`config.mk`:
```
export PLATFORM = sky130hd
export DESIGN_NAME = midi_relative_cc_to_step_pulses
export DESIGN_NICKNAME = d
export VERILOG_FILES = /design/src/rtl/mrcc_pkg.sv /design/src/rtl/midi_relative_cc_to_step_pulses.sv
export SDC_FILE = /design/constraint.sdc
export NUM_CORES = 2
export LEC_CHECK = 0
export BUFFER_PORTS_ARGS = -buffer_cell sky130_fd_sc_hd__buf_2
export CAP_MARGIN = 20
export CORE_MARGIN = 10
export CORE_UTILIZATION = 30
export CTS_BUF_LIST = sky130_fd_sc_hd__clkbuf_2
export DETAILED_ROUTE_END_ITERATION = 7
export HOLD_SLACK_MARGIN = 0.03
export PLACE_DENSITY = 0.56
export SETUP_SLACK_MARGIN = 0.1
export SLEW_MARGIN = 20
export SYNTH_ARGS = -nofsm -noshare
export SYNTH_HDL_FRONTEND = slang
export SYNTH_SLANG_ARGS = --single-unit
```
`constraint.sdc`:
```
create_clock -name clk -period 5.63 [get_ports clk]
set_input_delay 0.2815 -clock clk [delete_from_list [all_inputs] [get_ports clk]]
set_output_delay 0.2815 -clock clk [all_outputs]
set_load 0.02 [all_outputs]
```
`src/rtl/mrcc_pkg.sv`:
```
// Package for the relative control-change step pulse decoder.
// Holds sizes, opcode and register codes, step constants and the saturating add.
// No dependencies.
`default_nettype none

package mrcc_pkg;

  // Channel and controller space.
  localparam int NUM_CHANNELS = 16;
  localparam int NUM_PORTS    = 8;
  localparam int STEP_BITS    = 8;
  localparam int CH_W         = 4;
  localparam int CC_COUNT     = 128;
  localparam int CC_W         = 7;
  localparam int TIMER_W      = 16;
  localparam int CFG_W        = 16;
  localparam int ACTIVE_NARROW = (NUM_PORTS < NUM_CHANNELS) ? NUM_PORTS : NUM_CHANNELS;

  localparam logic [STEP_BITS-1:0] STEP_MAX = '1;

  // Transaction opcodes on the input channel.
  typedef enum logic [1:0] {
    OP_MIDI = 2'd0,
    OP_TICK = 2'd1,
    OP_ARM  = 2'd2
  } opcode_t;

  // Configuration register indexes.
  localparam logic [1:0] CFG_PROTOCOL    = 2'd0;
  localparam logic [1:0] CFG_POLYPHONIC  = 2'd1;
  localparam logic [1:0] CFG_PULSE_TICKS = 2'd2;

  // Protocol codes.
  localparam logic [2:0] PROTO_GRADED_A = 3'd0;
  localparam logic [2:0] PROTO_BINARY_A = 3'd1;
  localparam logic [2:0] PROTO_BINARY_B = 3'd2;
  localparam logic [2:0] PROTO_GRADED_B = 3'd3;
  localparam logic [2:0] PROTO_BINARY_C = 3'd4;

  // MIDI control-change status nibble.
  localparam logic [3:0] MIDI_STATUS_CC = 4'hB;

  // Graded step thresholds.
  localparam logic [6:0] DEC_BIG_MAX   = 7'd58;
  localparam logic [6:0] DEC_MID_MAX   = 7'd61;
  localparam logic [6:0] DEC_SMALL_MAX = 7'd63;
  localparam logic [6:0] INC_BIG_MIN   = 7'd70;
  localparam logic [6:0] INC_MID_MIN   = 7'd67;
  localparam logic [6:0] INC_SMALL_MIN = 7'd65;
  localparam logic [6:0] BIN_DEC_VALUE = 7'd127;
  localparam logic [6:0] BIN_INC_VALUE = 7'd1;

  localparam logic [2:0] STEPS_BIG   = 3'd6;
  localparam logic [2:0] STEPS_MID   = 3'd4;
  localparam logic [2:0] STEPS_SMALL = 3'd2;
  localparam logic [2:0] STEPS_NONE  = 3'd0;

  localparam logic [TIMER_W-1:0] PULSE_TICKS_RESET = 16'd48;

  // Adds a small step count to a counter, saturating at the top.
  function automatic logic [STEP_BITS-1:0] sat_add(input logic [STEP_BITS-1:0] count,
                                                   input logic [2:0] n);
    logic [STEP_BITS:0] s;
    s = {1'b0, count} + {{(STEP_BITS-2){1'b0}}, n};
    return s[STEP_BITS] ? STEP_MAX : s[STEP_BITS-1:0];
  endfunction

endpackage

`default_nettype wire

```
`src/rtl/midi_relative_cc_to_step_pulses.sv`:
```
// Top level of the relative control-change step pulse decoder.
// Depends on mrcc_pkg for sizes, codes and the saturating add.
// Holds the controller-to-channel memory, per-channel counters and the output register.
//
//   channel | ports                                   | direction
//   --------+-----------------------------------------+----------
//   input   | in_valid, in_stall, in_opcode..         | into block
//   result  | out_valid, out_stall, out_*_gates       | out of block
//   config  | cfg_wr_en, cfg_index, cfg_data          | into block
//
// One transaction is accepted per cycle while in_stall is low. The controller-to-channel memory
// is read when a transaction is accepted and the transaction is applied from the second-stage
// registers, where a tick's gates are loaded into the output register. Reset is synchronous
// and immediate: the mapping flags reset in flip-flops, so there is no clearing pass. A stalled
// result holds only a tick transaction in the second stage; other transactions keep flowing
// until a tick meets a full, stalled output register.
`default_nettype none

module midi_relative_cc_to_step_pulses (
  input  logic        clk,
  input  logic        rst_n,
  input  logic        in_valid,
  output logic        in_stall,
  input  logic [1:0]  in_opcode,
  input  logic [3:0]  in_status_nibble,
  input  logic [6:0]  in_cc_number,
  input  logic [7:0]  in_cc_value,
  input  logic [3:0]  in_learn_channel,
  output logic        out_valid,
  input  logic        out_stall,
  output logic [15:0] out_inc_gates,
  output logic [15:0] out_dec_gates,
  input  logic        cfg_wr_en,
  input  logic [1:0]  cfg_index,
  input  logic [15:0] cfg_data
);

  localparam int NCH = mrcc_pkg::NUM_CHANNELS;
  localparam int SB  = mrcc_pkg::STEP_BITS;
  localparam int TW  = mrcc_pkg::TIMER_W;
  localparam int CW  = mrcc_pkg::CC_W;
  localparam int HW  = mrcc_pkg::CH_W;

  // Configuration registers.
  logic [2:0]    cfg_protocol_r;
  logic          cfg_poly_r;
  logic [TW-1:0] cfg_pulse_ticks_r;

  // Second-stage transaction.
  logic          s1_valid_r, s1_valid_nxt;
  logic [1:0]    s1_op_r;
  logic [3:0]    s1_status_r;
  logic [CW-1:0] s1_cc_r;
  logic [7:0]    s1_value_r;
  logic [HW-1:0] s1_lch_r;

  // Controller-to-channel memory and its read-side forwarding.
  logic [HW-1:0] cc_chan_mem [mrcc_pkg::CC_COUNT];
  logic [HW-1:0] mem_rdata_r;
  logic          fwd_hit_r;
  logic [HW-1:0] fwd_data_r;
  logic          mem_we;

  // Mapping flags: mapped, and written since reset (unwritten entries map cc to the channel in its low bits).
  logic [mrcc_pkg::CC_COUNT-1:0] cc_mapped_r, cc_mapped_nxt;
  logic [mrcc_pkg::CC_COUNT-1:0] cc_written_r, cc_written_nxt;

  // Channel bindings, learn state, counters and timers.
  logic [CW-1:0] ch_cc_map_r [NCH];
  logic [HW:0]   learn_armed_r, learn_armed_nxt;
  logic [SB-1:0] inc_steps_r [NCH];
  logic [SB-1:0] inc_steps_nxt [NCH];
  logic [SB-1:0] dec_steps_r [NCH];
  logic [SB-1:0] dec_steps_nxt [NCH];
  logic [TW-1:0] inc_timer_r [NCH];
  logic [TW-1:0] inc_timer_nxt [NCH];
  logic [TW-1:0] dec_timer_r [NCH];
  logic [TW-1:0] dec_timer_nxt [NCH];

  // Output register.
  logic          out_valid_r, out_valid_nxt;
  logic [15:0]   out_inc_r, out_dec_r;
  logic [15:0]   inc_gates, dec_gates;

  // Handshake and decode.
  logic          s1_fire, in_fire, s1_is_cc, s1_is_tick, s1_is_arm;
  logic          learn_do, cc_do;
  logic [HW-1:0] learn_ch;
  logic [CW-1:0] old_cc;
  logic [HW-1:0] ch_sel;
  logic [6:0]    value;
  logic [2:0]    inc_add, dec_add;

  // Stage control: a tick needs room in the output register, others always move on.
  assign s1_is_tick = (s1_op_r == mrcc_pkg::OP_TICK);
  assign s1_is_arm  = (s1_op_r == mrcc_pkg::OP_ARM);
  assign s1_is_cc   = (s1_op_r == mrcc_pkg::OP_MIDI) &&
                      (s1_status_r == mrcc_pkg::MIDI_STATUS_CC);
  assign s1_fire    = s1_valid_r && (!s1_is_tick || !out_valid_r || !out_stall);
  assign in_stall   = s1_valid_r && !s1_fire;
  assign in_fire    = in_valid && !in_stall;

  always_comb begin
    s1_valid_nxt = s1_valid_r;
    if (in_fire) begin
      s1_valid_nxt = 1'b1;
    end else if (s1_fire) begin
      s1_valid_nxt = 1'b0;
    end
  end

  // Learn and mapped-controller decode.
  assign learn_ch = learn_armed_r[HW-1:0];
  assign old_cc   = ch_cc_map_r[learn_ch];
  assign learn_do = s1_fire && s1_is_cc && learn_armed_r[HW];
  assign cc_do    = s1_fire && s1_is_cc && !learn_armed_r[HW] && cc_mapped_r[s1_cc_r];
  assign mem_we   = learn_do;
  assign ch_sel   = cc_written_r[s1_cc_r] ? (fwd_hit_r ? fwd_data_r : mem_rdata_r)
                                          : s1_cc_r[HW-1:0];

  always_comb begin
    cc_mapped_nxt   = cc_mapped_r;
    cc_written_nxt  = cc_written_r;
    learn_armed_nxt = learn_armed_r;
    if (learn_do) begin
      // The channel's old controller is unmapped first, so relearning the same one keeps it.
      cc_mapped_nxt[old_cc]   = 1'b0;
      cc_mapped_nxt[s1_cc_r]  = 1'b1;
      cc_written_nxt[s1_cc_r] = 1'b1;
      learn_armed_nxt         = '0;
    end else if (s1_fire && s1_is_arm) begin
      learn_armed_nxt = {1'b1, s1_lch_r};
    end
  end

  // Step amounts from the data byte and the protocol.
  assign value = s1_value_r[7] ? 7'd0 : s1_value_r[6:0];

  always_comb begin
    inc_add = mrcc_pkg::STEPS_NONE;
    dec_add = mrcc_pkg::STEPS_NONE;
    if (cfg_protocol_r inside {mrcc_pkg::PROTO_GRADED_A, mrcc_pkg::PROTO_GRADED_B}) begin
      if (value <= mrcc_pkg::DEC_BIG_MAX) begin
        dec_add = mrcc_pkg::STEPS_BIG;
      end else if (value <= mrcc_pkg::DEC_MID_MAX) begin
        dec_add = mrcc_pkg::STEPS_MID;
      end else if (value <= mrcc_pkg::DEC_SMALL_MAX) begin
        dec_add = mrcc_pkg::STEPS_SMALL;
      end
      if (value >= mrcc_pkg::INC_BIG_MIN) begin
        inc_add = mrcc_pkg::STEPS_BIG;
      end else if (value >= mrcc_pkg::INC_MID_MIN) begin
        inc_add = mrcc_pkg::STEPS_MID;
      end else if (value >= mrcc_pkg::INC_SMALL_MIN) begin
        inc_add = mrcc_pkg::STEPS_SMALL;
      end
    end else if (cfg_protocol_r inside {mrcc_pkg::PROTO_BINARY_A, mrcc_pkg::PROTO_BINARY_B,
                                        mrcc_pkg::PROTO_BINARY_C}) begin
      if (value == mrcc_pkg::BIN_DEC_VALUE) begin
        dec_add = mrcc_pkg::STEPS_SMALL;
      end
      if (value == mrcc_pkg::BIN_INC_VALUE) begin
        inc_add = mrcc_pkg::STEPS_SMALL;
      end
    end
  end

  // Counter and timer update: a control change touches one channel, a tick every running lane.
  always_comb begin
    inc_gates = '0;
    dec_gates = '0;
    for (int i = 0; i < NCH; i++) begin
      inc_steps_nxt[i] = inc_steps_r[i];
      dec_steps_nxt[i] = dec_steps_r[i];
      inc_timer_nxt[i] = inc_timer_r[i];
      dec_timer_nxt[i] = dec_timer_r[i];
      if (cfg_poly_r || (i < mrcc_pkg::ACTIVE_NARROW)) begin
        if (inc_timer_r[i] != '0) begin
          inc_timer_nxt[i] = inc_timer_r[i] - 1'b1;
          inc_gates[i]     = inc_steps_r[i][0];
        end else if (inc_steps_r[i] != '0) begin
          inc_timer_nxt[i] = cfg_pulse_ticks_r;
          inc_steps_nxt[i] = inc_steps_r[i] - 1'b1;
        end
        if (dec_timer_r[i] != '0) begin
          dec_timer_nxt[i] = dec_timer_r[i] - 1'b1;
          dec_gates[i]     = dec_steps_r[i][0];
        end else if (dec_steps_r[i] != '0) begin
          dec_timer_nxt[i] = cfg_pulse_ticks_r;
          dec_steps_nxt[i] = dec_steps_r[i] - 1'b1;
        end
      end
    end
    if (!(s1_fire && s1_is_tick)) begin
      for (int i = 0; i < NCH; i++) begin
        inc_steps_nxt[i] = inc_steps_r[i];
        dec_steps_nxt[i] = dec_steps_r[i];
        inc_timer_nxt[i] = inc_timer_r[i];
        dec_timer_nxt[i] = dec_timer_r[i];
      end
    end
    if (cc_do) begin
      inc_steps_nxt[ch_sel] = mrcc_pkg::sat_add(inc_steps_r[ch_sel], inc_add);
      dec_steps_nxt[ch_sel] = mrcc_pkg::sat_add(dec_steps_r[ch_sel], dec_add);
    end
  end

  // Output register: loaded by a tick, held while the far side stalls.
  always_comb begin
    out_valid_nxt = out_valid_r && out_stall;
    if (s1_fire && s1_is_tick) begin
      out_valid_nxt = 1'b1;
    end
  end

  assign out_valid     = out_valid_r;
  assign out_inc_gates = out_inc_r;
  assign out_dec_gates = out_dec_r;

  // Control and state registers.
  always_ff @(posedge clk) begin
    if (!rst_n) begin
      cfg_protocol_r    <= '0;
      cfg_poly_r        <= 1'b0;
      cfg_pulse_ticks_r <= mrcc_pkg::PULSE_TICKS_RESET;
      s1_valid_r        <= 1'b0;
      out_valid_r       <= 1'b0;
      learn_armed_r     <= '0;
      cc_mapped_r       <= {{(mrcc_pkg::CC_COUNT-NCH){1'b0}}, {NCH{1'b1}}};
      cc_written_r      <= '0;
      for (int i = 0; i < NCH; i++) begin
        ch_cc_map_r[i] <= CW'(i);
        inc_steps_r[i] <= '0;
        dec_steps_r[i] <= '0;
        inc_timer_r[i] <= '0;
        dec_timer_r[i] <= '0;
      end
    end else begin
      if (cfg_wr_en) begin
        case (cfg_index)
          mrcc_pkg::CFG_PROTOCOL:    cfg_protocol_r    <= cfg_data[2:0];
          mrcc_pkg::CFG_POLYPHONIC:  cfg_poly_r        <= cfg_data[0];
          mrcc_pkg::CFG_PULSE_TICKS: cfg_pulse_ticks_r <= cfg_data;
          default: begin
          end
        endcase
      end
      s1_valid_r    <= s1_valid_nxt;
      out_valid_r   <= out_valid_nxt;
      learn_armed_r <= learn_armed_nxt;
      cc_mapped_r   <= cc_mapped_nxt;
      cc_written_r  <= cc_written_nxt;
      if (learn_do) begin
        ch_cc_map_r[learn_ch] <= s1_cc_r;
      end
      for (int i = 0; i < NCH; i++) begin
        inc_steps_r[i] <= inc_steps_nxt[i];
        dec_steps_r[i] <= dec_steps_nxt[i];
        inc_timer_r[i] <= inc_timer_nxt[i];
        dec_timer_r[i] <= dec_timer_nxt[i];
      end
    end
  end

  // Payload registers of the second stage and the output.
  always_ff @(posedge clk) begin
    if (in_fire) begin
      s1_op_r     <= in_opcode;
      s1_status_r <= in_status_nibble;
      s1_cc_r     <= in_cc_number;
      s1_value_r  <= in_cc_value;
      s1_lch_r    <= in_learn_channel;
    end
    if (s1_fire && s1_is_tick) begin
      out_inc_r <= inc_gates;
      out_dec_r <= dec_gates;
    end
  end

  // Memory: written by a learn in the second stage, read as a transaction is accepted.
  always_ff @(posedge clk) begin
    if (mem_we) begin
      cc_chan_mem[s1_cc_r] <= learn_ch;
    end
    if (in_fire) begin
      mem_rdata_r <= cc_chan_mem[in_cc_number];
    end
  end

  // Forwarding of a write that lands on the entry being read in the same cycle.
  always_ff @(posedge clk) begin
    if (in_fire) begin
      fwd_hit_r  <= mem_we && (s1_cc_r == in_cc_number);
      fwd_data_r <= learn_ch;
    end
  end

endmodule

`default_nettype wire
```
---- Yosys cells after proc, flatten, opt, wreduce, memory -nomap -nowiden ----
Memory sizes are Yosys's and may differ from the RTL's. A register that Yosys moved wholly into a read port is not among the register bits.
Cells that the tools add are included.
Widths: inputs -> output; s select.
operators by class
  $add $sub $neg .......................... 66
  order comparisons ....................... 12
  equality and inequality tests ........... 12
  mux-type cells .......................... 273
  bitwise operators ....................... 70
  reduce and logical (&&, ||, !) cells .... 114
operator list
  operator               number
  $mux 16                112
  $mux 8                 115
  $mux 128               4
  $mux 256               2
  $reduce_bool 16->1     32
  $sub 16x1->16 const B  32
  $bwmux 128             2
  $or 128x128->128       2
  $reduce_bool 8->1      32
  $sub 8x1->8 const B    32
  $and 128x128->128      1
  $not 128->128          1
  $or 1x1->1             64
  $reduce_and 2->1       19
  $demux 8 s4            1
  $ge 7x7->1 const B     3
  $le 7x6->1 const B     3
  $mux 4                 5
  $add 8x3->9            2
  $mux 3                 6
  $lt 7x8->1 const B     2
  $logic_and 1x1->1      15
  $bmux 1 s7             2
  $demux 1 s7            2
  other kinds (25)       56
word-level totals
  bits in registers ....................... 345
  bits in writable memories ............... 1392
  input bits .............................. 48
  output and inout port bits .............. 34
  logic and storage cells ................. 600
  memories ................................ 6
memories
  name         depth  width  read ports  clocked after memory_dff  write ports  line                                   text
  cc_chan_mem  128    4      1           1                         1            midi_relative_cc_to_step_pulses.sv:58  logic [HW-1:0] cc_chan_mem [mrcc_pkg::CC_COUNT];
  dec_timer_r  16     16     16          0                         16           midi_relative_cc_to_step_pulses.sv:77  logic [TW-1:0] dec_timer_r [NCH];
  inc_timer_r  16     16     16          0                         16           midi_relative_cc_to_step_pulses.sv:75  logic [TW-1:0] inc_timer_r [NCH];
  dec_steps_r  16     8      17          0                         16           midi_relative_cc_to_step_pulses.sv:73  logic [SB-1:0] dec_steps_r [NCH];
  inc_steps_r  16     8      17          0                         16           midi_relative_cc_to_step_pulses.sv:71  logic [SB-1:0] inc_steps_r [NCH];
  ch_cc_map_r  16     7      1           1                         16           midi_relative_cc_to_step_pulses.sv:69  logic [CW-1:0] ch_cc_map_r [NCH];

---- Logic depth before layout (Yosys ltp) ----
  depth in word-level cells ............... 12
  mapped depth ............................ 29
  gate-level depth less buffers ........... 19

---- Worst setup path after synthesis ----
No wires, ideal clock.
  kind .................................... flip-flop to flip-flop
  from .................................... reg s1_cc_r[0]
  to ...................................... mem inc_steps_r[14][7] in the netlist's numbering
  setup time .............................. 0.133 ns
  data arrival time ....................... 5.717 ns
  setup slack ............................. -0.220 ns
  stages on the path, launching flop included .. 26
  buffers on the path ..................... 8
  period minus slack after synthesis ...... 5.850 ns
  cells stage by stage .................... edfxtp_1 -> buf_6 -> buf_6 -> mux2i_1 -> o22ai_1 -> o21ai_0 -> a41oi_1 -> nor4_4 -> mux2i_4 -> buf_6 -> buf_6 -> buf_6 -> buf_6 -> buf_2 -> mux4_2 -> o21ai_0 -> nand2_1 -> o21ai_0 -> ha_1 -> inv_1 -> fa_1 -> a211o_1 -> or4_1 -> nand2_1 -> buf_2 -> a21oi_1
RTL lines
  element                 line                                    text
  start, declared         midi_relative_cc_to_step_pulses.sv:53   logic [CW-1:0] s1_cc_r;
  start signal, assigned  midi_relative_cc_to_step_pulses.sv:270  s1_cc_r <= in_cc_number;
  end, declared           midi_relative_cc_to_step_pulses.sv:71

==> metrics.txt <==
CTS Buf Count approximately 450; Hold Crit Class in -> reg; First-pass DRT Iterations 8; Gate power share 8.4%; number of flops mapped to enable cells by yosys 690; Min-Delay Startpoint in_cc_number[0]; initial antenna violation count 13; DR vias 76800; Die Area approximately 310000 um^2; PwrDens approximately 250 nW/um^2; Sw Share between 20% and 30%; count of different cell masters after synthesis 90; Setup WS pre-CTS -0.236 ns; Vias/cell 5.53; reg2reg end inc_steps_r[15][6]$_SDFF_PN0_; critical path class reg -> reg; Hold WS ~0.25 ns; vias in the first global route roughly 75000; Fmax approximately 180 MHz; Max FO, Critical Path 7; first-pass GRT wire length about 460000 um; Mapped Cells between 9000 and 10000; register area share after synthesis around half; worst slew pin tran 1.26 ns; Async SR Flop Fraction 0%; reg2reg start s1_cc_r[0]$_DFFE_PP_; Max Slew Vio Count 0; CTS tree yes; overall routing resource usage about a fifth; static leakage between 0.03 and 0.04 uW; IO Port Bufs 81; DRC 0; remaining global-route overflow 0; Die H approximately 560 um; Syn. warnings 0; Seq cells post-synth between 1500 and 2000; PnR worst setup slack 0.211 ns; multi-input logic area roughly 41000 um^2; Hold Crit Depth 3; most frequent cells in the layout 1097 x nor2_1, 1036 x dfxtp_1, 916 x nand2_1; CTS max path bufs 4; design area around 100000 um^2; CP Capture Type flip-flop; NumNets Final 9874; clock share of power between 30% and 40%; Max-slew headroom between 10% and 20%; Area Growth Syn to Fin 13.9%; most common cell after layout, fill and taps aside nor2_1; CP Data Arrival Time 6.99 ns; Sw Pwr about 7000 uW; Main synth FF type dfxtp_1; crit start category flip-flop; Mapped Avg Cell Area 9.32 um^2; Reg area 41900 um^2; syn_nets about 9400; # fillers around 29000; DP Area a little over 90000 um^2; Die Span X about 560 um; status complete, no violations; Initial Utilization a little under a third; GPL Wtd Cong 0.942; Root Buffer Master clkbuf_2; final cycle utilization of the critical path 96.3%; largest net degree at the start of global routing around 170; # setup viols final 0; synthesized area 86600 um^2; CP required between 7 and 8 ns; dpl hpwl just over 200000 um; P_int approximately 17000 uW; worst reg-to-reg setup slack ~0.21 ns; 1st-iter DRT viols between 7000 and 8000; num rows 197; CTS H-tree lvls 5; I/O Pins roughly 80; Max VDD drop 149 uV; Core ar. between 200000 and 300000 um^2; DR WL/cell between 20 and 25 um; skew final approximately 0.17 ns; Worst-path clk slew around 0.10 ns; WHS Endpoint s1_cc_r[0]$_DFFE_PP_; RSZ-0062 raised after global routing true; Antenna Nets Post-Route 0; cells on worst reg2reg path 23; Tmin final between 5 and 6 ns; Flop pwr share a little over half; clock latency on the worst-skew pair 1.77 ns; Hold Vio Cnt, Final 0; Max-Cap Viols 0; layout cells sized above 1 between 15 and 20%; Clock Sinks 1745; Total Wirelength 307000 um
==> cells by family (layout without fill, tap and decap cells) <==
group	count (synthesis)	after routing	share of synthesized area (%)
other	0	13	0
adders and majority gates	102	102	1.49
DFF	1745	1745	48.3
muxes	486	486	9.18
AOI/OAI and AO/OA	2472	2472	17.1
and+or+nand+nor	3398	3398	18.2
xor gates and xnor gates	129	129	1.30
buffers and inverters	962	1762	4.42
==> through the flow <==
step | power [uW] | std cells | utilization (%) | TNS [ns]
4_1_cts | 24600 | 13900 | 34.1 | 0
5_1_grt | 25400 | 13900 | 34.3 | 0
6_report | 24400 | 13900 | 34.3 | 0
3_5_place_dp | 15400 | 12900 | 32.0 | -3.22
3_3_place_gp | 15400 | 12900 | 32.0 | -2.56
2_1_floorplan | 14700 | 9294 | - | 0
==> area by class of cell <==
class	instances	share of cell area (%)
clock buffers	678	3.44
inverters	361	1.38
repair buffers	582	5.12
multi-input cells	6587	42.0
diodes	13	0.0330
well taps	3781	4.80
clock inverters	141	0.778
flip-flops and latches	1745	42.5
==> Yosys cell counts (31+ instances only) <==
library cell / number / share of area, %
ha_1: 100 / 1.4
nand4_1: 31 / 0.22
or2_2: 32 / 0.23
and2_1: 97 / 0.70
nand3_1: 164 / 0.95
nand3b_1: 32 / 0.28
nor2_1: 1099 / 4.8
xor2_1: 33 / 0.33
a211oi_1: 149 / 1.3
nand2b_1: 69 / 0.50
mux2_2: 38 / 0.49
dfxtp_1: 1055 / 24
mux2i_1: 204 / 2.4
nor2b_1: 38 / 0.27
or4_1: 64 / 0.55
or3_1: 162 / 1.2
o22ai_1: 117 / 0.85
o21ai_0: 697 / 4.0
inv_1: 358 / 1.6
buf_1: 46 / 0.20
nand2_1: 921 / 4.0
and3_1: 46 / 0.33
mux4_2: 241 / 6.3
a31oi_1: 81 / 0.59
clkbuf_1: 512 / 2.2
nor3_1: 440 / 2.5
nor3b_1: 34 / 0.29
a21oi_1: 884 / 5.1
xnor2_1: 96 / 0.97
o31ai_1: 58 / 0.50
nor4_1: 108 / 0.78
o21a_1: 74 / 0.64
edfxtp_1: 690 / 24
a22oi_1: 49 / 0.42
a221oi_1: 69 / 0.70
o211ai_1: 66 / 0.57
==> timing repair <==
item,4_1_cts,5_1_grt
setup buffers,13,13
pin swaps,3,24
setup endpoints to repair,37,185
hold buffers,162,0
hold endpoints to repair,1180,0
cloned,1,2
gates resized for setup,9,63
==> worst max-delay path: stages, from the launching register on <==
cell      delay (ns)
edfxtp_1        0.42
buf_6           0.16
buf_12          0.15
buf_8           0.14
mux2i_2         0.20
o22ai_2         0.10
o21ai_2         0.22
a41oi_2         0.22
nor4_4          0.38
buf_12          0.18
buf_4           0.13
mux2i_4         0.24
buf_4           0.21
mux4_2          0.51
mux2i_1         0.14
nor2_1          0.06
or2_4           0.27
ha_4            0.27
a21oi_2         0.07
a211o_1         0.30
nor4b_4         0.34
a21oi_4         0.11
buf_4           0.22
o2111a_1        0.25
==> registers in the layout, indices dropped and copies added (netlist names), 7 cells and up, named ones only <==
| signal | count |
|---|---|
| inc_steps_r | 128 |
| dec_steps_r | 128 |
| cfg_pulse_ticks_r | 16 |
| s1_value_r | 8 |
| out_dec_gates | 16 |
| cc_chan_mem | 512 |
| cc_mapped_r | 128 |
| inc_timer_r | 256 |
| dec_timer_r | 256 |
| cc_written_r | 128 |
| s1_cc_r | 7 |
| out_inc_gates | 16 |
| ch_cc_map_r | 112 |
==> power groups by stage <==
stage	combinational (uW)	clock [uW]	sequential (uW)
floorplan	1230	0	13500
global route	2190	9990	13300
detailed placement	1900	0	13500
global placement	1870	0	13500
finish	2060	9090	13300
CTS	2000	9310	13300
==> worst max-delay path by stage <==
stage / from / depth (start not counted) / to
2_1_floorplan: s1_cc_r[0]$_DFFE_PP_ / 25 / inc_steps_r[14][7]$_SDFF_PN0_
3_3_place_gp: s1_cc_r[0]$_DFFE_PP_ / 21 / inc_steps_r[2][6]$_SDFF_PN0_
3_5_place_dp: s1_cc_r[0]$_DFFE_PP_ / 21 / inc_steps_r[7][6]$_SDFF_PN0_
4_1_cts: s1_cc_r[0]$_DFFE_PP_ / 23 / inc_steps_r[2][6]$_SDFF_PN0_
5_1_grt: s1_cc_r[0]$_DFFE_PP_ / 27 / inc_steps_r[2][6]$_SDFF_PN0_
6_report: s1_cc_r[0]$_DFFE_PP_ / 23 / inc_steps_r[15][6]$_SDFF_PN0_
==> layer usage <==
layer	part of all wire, %	GRT usage (%)	up-vias
li1	-	-	35200
met1	42	24.6	37600
met2	46	30.5	3291
met3	7.6	3.41	731
met4	4.5	8.11	2
met5	0.0042	0	-
Note: power is estimated with default switching activity, not from simulation.
